$ cat src/design/lfuc_pkg.sv
// package: shared types and constants of the lfu cache table
package lfuc_pkg;

    localparam int DATA_W = 32;
    localparam int CAP_W  = 5;
    localparam int APB_AW = 3;
    localparam int APB_DW = 32;

    localparam logic [CAP_W-1:0] CAP_RESET = 5'd16;

    // command codes
    localparam logic CMD_GET = 1'b0;
    localparam logic CMD_PUT = 1'b1;

    // register index as seen on paddr[2]
    localparam logic REG_CAPACITY = 1'b0;

    typedef struct packed {
        logic load;
        logic scan_rd;
        logic upd_rd;
        logic decide;
        logic out_load;
    } dp_cmd_t;

    typedef struct packed {
        logic cap_zero;
        logic idx_last;
        logic need_upd;
    } dp_sts_t;

endpackage

$ cat src/design/lfuc_ram.sv
// generic single write port ram with registered read
module lfuc_ram #(
    parameter int WIDTH = 8,
    parameter int DEPTH = 16,
    localparam int AW = (DEPTH > 1) ? $clog2(DEPTH) : 1
) (
    input  logic             aclk,
    input  logic             we,
    input  logic [AW-1:0]    waddr,
    input  logic [WIDTH-1:0] wdata,
    input  logic [AW-1:0]    raddr,
    output logic [WIDTH-1:0] rdata
);

    logic [WIDTH-1:0] mem_reg [DEPTH];
    logic [WIDTH-1:0] rdata_reg;

    always_ff @(posedge aclk) begin
        if (we) begin
            mem_reg[waddr] <= wdata;
        end
        rdata_reg <= mem_reg[raddr];
    end

    assign rdata = rdata_reg;

endmodule

$ cat src/design/lfuc_datapath.sv
// datapath: entry table, scan for match and victim, rank update pass, result register
module lfuc_datapath #(
    parameter int MAX_ENTRIES = 16
) (
    input  logic                         aclk,
    input  logic                         aresetn,
    input  lfuc_pkg::dp_cmd_t            cmd,
    output lfuc_pkg::dp_sts_t            sts,
    input  logic [lfuc_pkg::CAP_W-1:0]   capacity,
    input  logic                         in_command,
    input  logic [lfuc_pkg::DATA_W-1:0]  in_key,
    input  logic [lfuc_pkg::DATA_W-1:0]  in_value,
    output logic                         out_hit,
    output logic [lfuc_pkg::DATA_W-1:0]  out_read_value,
    output logic                         out_evicted
);

    localparam int DW = lfuc_pkg::DATA_W;
    localparam int IW = (MAX_ENTRIES > 1) ? $clog2(MAX_ENTRIES) : 1;
    localparam int RW = IW;
    localparam int FW = $clog2(MAX_ENTRIES + 1);
    localparam int CW = (FW > lfuc_pkg::CAP_W) ? FW : lfuc_pkg::CAP_W;
    localparam int EW = 3 * DW + RW;

    logic                   cmd_reg;
    logic [DW-1:0]          key_reg;
    logic [DW-1:0]          val_reg;
    logic [IW-1:0]          idx_reg;
    logic                   pipe_v_reg;
    logic                   pipe_upd_reg;
    logic [IW-1:0]          pipe_idx_reg;
    logic [MAX_ENTRIES-1:0] valid_reg;
    logic [FW-1:0]          fill_reg;

    logic                   hit_reg;
    logic [IW-1:0]          hit_slot_reg;
    logic [RW-1:0]          hit_rank_reg;
    logic [DW-1:0]          hit_val_reg;
    logic                   free_reg;
    logic [IW-1:0]          free_slot_reg;
    logic                   vic_reg;
    logic [IW-1:0]          vic_slot_reg;
    logic [DW-1:0]          vic_cnt_reg;
    logic [RW-1:0]          vic_rank_reg;

    logic [IW-1:0]          slot_reg;
    logic [RW-1:0]          ref_rank_reg;
    logic                   ins_reg;
    logic                   evict_reg;

    logic                   m_hit_reg;
    logic [DW-1:0]          m_read_value_reg;
    logic                   m_evicted_reg;

    logic [EW-1:0]          rdata;
    logic [EW-1:0]          wdata;
    logic                   we;
    logic [DW-1:0]          rd_key;
    logic [DW-1:0]          rd_val;
    logic [DW-1:0]          rd_cnt;
    logic [RW-1:0]          rd_rank;
    logic                   pv;
    logic                   scan_v;
    logic                   upd_v;
    logic                   match_now;
    logic                   free_now;
    logic                   vic_now;
    logic                   fill_ok;
    logic                   is_get;
    logic                   is_put;
    logic                   at_slot;
    logic [DW-1:0]          new_cnt;
    logic [DW-1:0]          new_val;
    logic [RW-1:0]          aged_rank;

    lfuc_ram #(
        .WIDTH (EW),
        .DEPTH (MAX_ENTRIES)
    ) u_ram (
        .aclk  (aclk),
        .we    (we),
        .waddr (pipe_idx_reg),
        .wdata (wdata),
        .raddr (idx_reg),
        .rdata (rdata)
    );

    assign rd_key  = rdata[EW-1 -: DW];
    assign rd_val  = rdata[EW-DW-1 -: DW];
    assign rd_cnt  = rdata[EW-2*DW-1 -: DW];
    assign rd_rank = rdata[RW-1:0];

    assign pv     = valid_reg[pipe_idx_reg];
    assign scan_v = pipe_v_reg && !pipe_upd_reg;
    assign upd_v  = pipe_v_reg && pipe_upd_reg;
    assign is_get = (cmd_reg == lfuc_pkg::CMD_GET);
    assign is_put = (cmd_reg == lfuc_pkg::CMD_PUT);

    // scan compare on returned entry
    assign match_now = scan_v && pv && (rd_key == key_reg) && !hit_reg;
    assign free_now  = scan_v && !pv && !free_reg;
    assign vic_now   = scan_v && pv && (!vic_reg || (rd_cnt < vic_cnt_reg) ||
                       ((rd_cnt == vic_cnt_reg) && (rd_rank > vic_rank_reg)));

    assign fill_ok = (CW'(fill_reg) < CW'(capacity)) && (fill_reg != FW'(MAX_ENTRIES));

    // update pass
    assign at_slot   = (pipe_idx_reg == slot_reg);
    assign new_cnt   = !hit_reg ? DW'(1) : ((rd_cnt == '1) ? rd_cnt : rd_cnt + DW'(1));
    assign new_val   = (hit_reg && is_get) ? rd_val : val_reg;
    assign aged_rank = (ins_reg || (rd_rank < ref_rank_reg)) ? rd_rank + RW'(1) : rd_rank;
    assign we        = upd_v && (at_slot || pv);
    assign wdata     = at_slot ? {key_reg, new_val, new_cnt, RW'(0)}
                               : {rd_key, rd_val, rd_cnt, aged_rank};

    always_ff @(posedge aclk) begin
        if (!aresetn) begin
            idx_reg      <= '0;
            pipe_v_reg   <= 1'b0;
            pipe_upd_reg <= 1'b0;
            valid_reg    <= '0;
            fill_reg     <= '0;
            hit_reg      <= 1'b0;
            free_reg     <= 1'b0;
            vic_reg      <= 1'b0;
            ins_reg      <= 1'b0;
            evict_reg    <= 1'b0;
        end else begin
            pipe_v_reg   <= cmd.scan_rd || cmd.upd_rd;
            pipe_upd_reg <= cmd.upd_rd;
            pipe_idx_reg <= idx_reg;

            if (cmd.scan_rd || cmd.upd_rd) begin
                idx_reg <= sts.idx_last ? '0 : idx_reg + IW'(1);
            end

            if (cmd.load) begin
                cmd_reg   <= in_command;
                key_reg   <= in_key;
                val_reg   <= in_value;
                idx_reg   <= '0;
                hit_reg   <= 1'b0;
                free_reg  <= 1'b0;
                vic_reg   <= 1'b0;
                ins_reg   <= 1'b0;
                evict_reg <= 1'b0;
            end

            if (match_now) begin
                hit_reg      <= 1'b1;
                hit_slot_reg <= pipe_idx_reg;
                hit_rank_reg <= rd_rank;
                hit_val_reg  <= rd_val;
            end
            if (free_now) begin
                free_reg      <= 1'b1;
                free_slot_reg <= pipe_idx_reg;
            end
            if (vic_now) begin
                vic_reg      <= 1'b1;
                vic_slot_reg <= pipe_idx_reg;
                vic_cnt_reg  <= rd_cnt;
                vic_rank_reg <= rd_rank;
            end

            if (cmd.decide) begin
                if (hit_reg) begin
                    slot_reg     <= hit_slot_reg;
                    ref_rank_reg <= hit_rank_reg;
                end else if (is_put && free_reg && fill_ok) begin
                    slot_reg <= free_slot_reg;
                    ins_reg  <= 1'b1;
                    fill_reg <= fill_reg + FW'(1);
                end else if (is_put) begin
                    slot_reg     <= vic_slot_reg;
                    ref_rank_reg <= vic_rank_reg;
                    evict_reg    <= 1'b1;
                end
            end

            if (upd_v && at_slot) begin
                valid_reg[slot_reg] <= 1'b1;
            end
        end
    end

    always_ff @(posedge aclk) begin
        if (cmd.out_load) begin
            m_hit_reg        <= hit_reg;
            m_read_value_reg <= (hit_reg && is_get) ? hit_val_reg : '0;
            m_evicted_reg    <= evict_reg;
        end
    end

    assign sts.cap_zero = (capacity == '0);
    assign sts.idx_last = (idx_reg == IW'(MAX_ENTRIES - 1));
    assign sts.need_upd = hit_reg || is_put;

    assign out_hit        = m_hit_reg;
    assign out_read_value = m_read_value_reg;
    assign out_evicted    = m_evicted_reg;

endmodule

$ cat src/design/lfuc_ctrl.sv
// controller: sequences accept, table scan, rank update pass and result handoff
module lfuc_ctrl (
    input  logic                aclk,
    input  logic                aresetn,
    input  logic                s_valid,
    output logic                s_ready,
    output logic                m_valid,
    input  logic                m_ready,
    output lfuc_pkg::dp_cmd_t   cmd,
    input  lfuc_pkg::dp_sts_t   sts
);

    typedef enum logic [6:0] {
        ST_IDLE     = 7'b0000001,
        ST_SCAN     = 7'b0000010,
        ST_SCAN_END = 7'b0000100,
        ST_DECIDE   = 7'b0001000,
        ST_UPDATE   = 7'b0010000,
        ST_UPD_END  = 7'b0100000,
        ST_RESULT   = 7'b1000000
    } state_t;

    state_t state_reg;
    state_t state_next;
    logic   m_valid_reg;
    logic   m_valid_next;

    always_comb begin
        state_next   = state_reg;
        cmd          = '0;
        m_valid_next = m_valid_reg && !m_ready;
        unique case (state_reg)
            ST_IDLE: begin
                if (s_valid) begin
                    cmd.load   = 1'b1;
                    state_next = sts.cap_zero ? ST_RESULT : ST_SCAN;
                end
            end
            ST_SCAN: begin
                cmd.scan_rd = 1'b1;
                if (sts.idx_last) begin
                    state_next = ST_SCAN_END;
                end
            end
            ST_SCAN_END: begin
                state_next = ST_DECIDE;
            end
            ST_DECIDE: begin
                cmd.decide = 1'b1;
                state_next = sts.need_upd ? ST_UPDATE : ST_RESULT;
            end
            ST_UPDATE: begin
                cmd.upd_rd = 1'b1;
                if (sts.idx_last) begin
                    state_next = ST_UPD_END;
                end
            end
            ST_UPD_END: begin
                state_next = ST_RESULT;
            end
            ST_RESULT: begin
                if (!m_valid_reg || m_ready) begin
                    cmd.out_load = 1'b1;
                    m_valid_next = 1'b1;
                    state_next   = ST_IDLE;
                end
            end
            default: begin
                state_next = ST_IDLE;
            end
        endcase
    end

    always_ff @(posedge aclk) begin
        if (!aresetn) begin
            state_reg   <= ST_IDLE;
            m_valid_reg <= 1'b0;
        end else begin
            state_reg   <= state_next;
            m_valid_reg <= m_valid_next;
        end
    end

    assign s_ready = (state_reg == ST_IDLE);
    assign m_valid = m_valid_reg;

endmodule

$ cat src/design/lfu_cache_table_core.sv
// top level: lfu cache table with lru tie break, apb capacity register
// a get miss takes only the match and victim scan over the entry ram; a get hit and a put
// also take a second pass (rank and count writeback), each pass reading one entry per
// cycle; capacity zero skips both passes
// throughput: one transaction in flight, next taken the cycle after the result is loaded
// reset: synchronous active-low aresetn clears all entries and sets capacity to 16
module lfu_cache_table_core #(
    parameter int MAX_ENTRIES = 16
) (
    input  logic                              aclk,
    input  logic                              aresetn,
    input  logic                              s_valid,
    output logic                              s_ready,
    input  logic                              s_command,
    input  logic [31:0]                       s_lookup_key,
    input  logic signed [31:0]                s_write_value,
    output logic                              m_valid,
    input  logic                              m_ready,
    output logic                              m_hit,
    output logic signed [31:0]                m_read_value,
    output logic                              m_evicted,
    input  logic                              psel,
    input  logic                              penable,
    input  logic                              pwrite,
    input  logic [lfuc_pkg::APB_AW-1:0]       paddr,
    input  logic [lfuc_pkg::APB_DW-1:0]       pwdata,
    output logic [lfuc_pkg::APB_DW-1:0]       prdata,
    output logic                              pready
);

    lfuc_pkg::dp_cmd_t               cmd;
    lfuc_pkg::dp_sts_t               sts;
    logic [lfuc_pkg::CAP_W-1:0]      cap_reg;
    logic [lfuc_pkg::DATA_W-1:0]     read_value;
    logic                            sel_cap;

    assign sel_cap = (paddr[2] == lfuc_pkg::REG_CAPACITY);

    always_ff @(posedge aclk) begin
        if (!aresetn) begin
            cap_reg <= lfuc_pkg::CAP_RESET;
        end else if (psel && penable && pwrite && pready && sel_cap) begin
            cap_reg <= pwdata[lfuc_pkg::CAP_W-1:0];
        end
    end

    assign pready = 1'b1;
    assign prdata = sel_cap ? lfuc_pkg::APB_DW'(cap_reg) : '0;

    lfuc_ctrl u_ctrl (
        .aclk    (aclk),
        .aresetn (aresetn),
        .s_valid (s_valid),
        .s_ready (s_ready),
        .m_valid (m_valid),
        .m_ready (m_ready),
        .cmd     (cmd),
        .sts     (sts)
    );

    lfuc_datapath #(
        .MAX_ENTRIES (MAX_ENTRIES)
    ) u_dp (
        .aclk           (aclk),
        .aresetn        (aresetn),
        .cmd            (cmd),
        .sts            (sts),
        .capacity       (cap_reg),
        .in_command     (s_command),
        .in_key         (s_lookup_key),
        .in_value       (s_write_value),
        .out_hit        (m_hit),
        .out_read_value (read_value),
        .out_evicted    (m_evicted)
    );

    assign m_read_value = $signed(read_value);

endmodule

$ cat config.mk
export PLATFORM = sky130hd
export DESIGN_NAME = lfu_cache_table_core
export DESIGN_NICKNAME = d
export VERILOG_FILES = /design/src/design/lfuc_pkg.sv /design/src/design/lfuc_ram.sv /design/src/design/lfuc_datapath.sv /design/src/design/lfuc_ctrl.sv /design/src/design/lfu_cache_table_core.sv
export SDC_FILE = /design/constraint.sdc
export NUM_CORES = 2
export LEC_CHECK = 0
export CAP_MARGIN = 15
export CORE_MARGIN = 8
export CORE_UTILIZATION = 42
export DETAILED_ROUTE_END_ITERATION = 10
export DONT_BUFFER_PORTS = 1
export PLACE_DENSITY = 0.64
export SYNTH_ARGS = -nofsm -noshare
export SYNTH_HDL_FRONTEND = slang
export SYNTH_SLANG_ARGS = --single-unit
$ cat constraint.sdc
create_clock -name aclk -period 14.93 [get_ports aclk]
set_clock_uncertainty 0.05 [all_clocks]
set_input_delay 1.493 -clock aclk [delete_from_list [all_inputs] [get_ports aclk]]
set_output_delay 1.493 -clock aclk [all_outputs]
set_load 0.005 [all_outputs]
==> key figures <==
Pwr
  – Comb pwr share: 1.5%
  – Sw frac: 19.7%
  – Clock power frac: 43.9%
  – Psw: 2.15 mW
  – Worst VDD drop: 134 uV
  – Internal power: 8.72 mW
  – Lkg Pwr: 25.6 nW
  – Pwr Density: 131 mW/mm^2
  – Sequential Power Share: 54.6%

GRT
  – Gr usage total: 16.6%
  – Largest net degree at the start of global routing: 140
  – Global route total overflow: 0
  – First-pass GRT wire length: 235000 um
  – Initial antenna violation count: 11
  – Vias in the first global route: 34299

Route
  – DRT iter0 DRCs: 3761
  – Post-Route WL: 161000 um
  – First drt pass iteration count: 7
  – Via Count: 33435
  – DR WL/cell: 26.9 um
  – Post-route ant nets: 0
  – Via density: 5.60
  – Drt drc: 0

Placed design
  – GPL Wtd Cong: 0.769
  – Worst slack at placement: 10.15 ns
  – Cell count after placement: 5607
  – # port buffers: 0
  – HPWL Detailed: 80100 um

Yosys
  – Synth async-reset ratio: 0%
  – Yosys cell types: 67
  – Synth top cells by count: edfxtp_1, mux4_2, nand2_1
  – Simple-gate share of the synthesized area: 2.78%
  – Post-synthesis compound-gate area fraction: 1.01%
  – Synthesized area: 0.0737 mm^2
  – Mux share of post-synthesis cell area: 16.1%
  – Main combinational cell family by area after synthesis: multiplexers
  – Post-Synth XOR/XNOR Area: 0.772%
  – Yosys reg bits: 1940
  – Most numerous cell in the Yosys netlist: edfxtp_1
  – Ys flop type: edfxtp_1
  – EDFF count, synth: 1795
  – YS warnings: 0
  – Synth Area in Adders: 0.815%
  – Area leader, netlist: edfxtp_1
  – Top cell type's share of synthesized area: 73.1%
  – Sequential area share after synthesis: 77.0%
  – Cell count after synthesis: 3361
  – Syn avg cell area: 21.9 um^2
  – Top post-synthesis cells by area: edfxtp_1, mux4_2, dfxtp_1, ha_1, nand2_1

Clock tree
  – Clock insertion delay at the later pin of the skew report: 0.83 ns
  – # clock sinks: 1940
  – Root cell of the clock tree: clkbuf_16
  – CTS tree: done
  – # Post-CTS Setup Buffers: 0
  – Clock slew at reported path FFs: 0.06 ns
  – Post-CTS sizing: 0
  – CTS Hold Buffers Added: 0
  – Total CTS buffers: 191
  – H-tree lvl count: 4
  – Clock Tree Buf Depth: 3

Die
  – Total core area: 0.174 mm^2
  – I/O pin count: 176
  – Row count: 153
  – Initial Utilization: 42.3%
  – Vert. Die Dim: 435 um
  – Die area: 0.189 mm^2
  – Die Wd: 435 um

STA
  – Setup TNS Final: 0 ns
  – Setup ws final: 10.17 ns
  – # setup viols final: 0
  – Slew Limit Fails: 0
  – Unrepaired setup endpoints after global routing: false
  – Worst Tran Pin Value: 1.19 ns
  – Min Tclk post-route: 4.76 ns
  – Tcrit/Tclk final: 31.9%
  – Max Freq: 210 MHz
  – Worst Hold Slack: 0.375 ns
  – Final hold violation count: 0
  – Relative slew slack: 20.9%

Critical path
  – CP Data Required Time: 15.29 ns
  – Worst EP arrival: 5.12 ns
  – R2r worst-path depth: 8
  – CP max FO: 27
  – CP startpoint kind: register
  – Critical Path End Type: register
  – Setup CP Type: register to register

Hold path
  – Worst hold path class: register to register
  – Hold Path Depth: 0

Job
  – Max_cap viols: 0

Final layout
  – Layout cells sized above 1: 25.7%
  – Finished Layout Cells: 5970
  – FILL cells: 14110
  – Layout area overhead: 12.6%
  – Number of flip-flops in the largest register: 1600
  – Layout net count: 3632

Status
  – Outcome: complete, no violations
cells by family (layout without fill, tap and decap cells):
family	count (synthesis)	count (layout)
xor gates and xnor gates	65	65
adders and majority gates	48	48
and+or+nand+nor	411	411
muxes	554	554
AOI/OAI and AO/OA	111	111
other	2	33
DFF	1940	1940
buffers and inverters	230	483
worst max-delay path: stages (launching register included):
cell      delay (ns)
edfxtp_1        0.82
mux4_2          0.34
mux2i_1         0.07
mux2i_1         0.42
nand2b_1        0.25
nand3_1         0.32
nor2_4          0.85
buf_4           0.56
buf_4           0.61
path summary, 6_finish.rpt:
kind / from / endpoint / slack, ns
hold / removal: u_dp.u_ram.rdata[57] / u_dp.hit_val_reg[21] / 0.38
hold reg to reg: u_dp.u_ram.rdata[57] / u_dp.hit_val_reg[21] / 0.38
setup / recovery: u_dp.pipe_idx_reg[3] / u_dp.u_ram.mem_reg[11][33] / 10.17
setup reg to reg: u_dp.pipe_idx_reg[3] / u_dp.u_ram.mem_reg[11][33] / 10.17
final cells by class:
cell class,count,area (um^2),share of cell area (%)
inverters,55,206,0.249
flip-flops and latches,1940,56800,68.4
clock inverters,98,1050,1.26
clock buffers,258,5260,6.34
multi-input cells,1217,16100,19.4
repair buffers,72,634,0.764
well taps,2325,2910,3.50
diodes,5,12.5,0.0151
power by group through the flow:
| stage | logic [mW] | registers [mW] | clock network, mW |
|---|---|---|---|
| floorplan | 0.129 | 6.04 | 0 |
| global placement | 0.160 | 6.05 | 0 |
| detailed placement | 0.163 | 6.05 | 0 |
| CTS | 0.164 | 5.93 | 4.87 |
| global route | 0.177 | 5.93 | 5.07 |
| finish | 0.161 | 5.93 | 4.77 |
per-stage QoR:
stage,power [mW],util (%),area [um^2]
floorplan,6.17,-,73800
global placement,6.21,44.0,76600
detailed placement,6.21,44.0,76700
CTS,11.0,47.6,83000
global route,11.2,47.7,83000
finish,10.9,47.7,83000
placed cells by master (no fill, tap or decap), drive strengths merged, types with 20 or more instances in the layout:
cell / instances
nor3: 22
edfxtp: 1795
clkinv: 69
clkbuf: 259
mux2: 35
conb: 28
nand4: 30
xor2: 48
and2: 37
ha: 48
nand3: 20
buf: 71
inv: 61
nand2: 148
dfxtp: 145
o21ai: 23
mux4: 504
a21oi: 33
nor2: 84
routing by layer:
metal,vias to the layer above,track usage (%),wire length [um]
li1,14081,-,-
met1,18014,23.4,69200
met2,1111,26.9,77900
met3,227,3.03,9940
met4,2,4.38,3560
met5,-,0,18
Power figures use the tool's default switching activity.
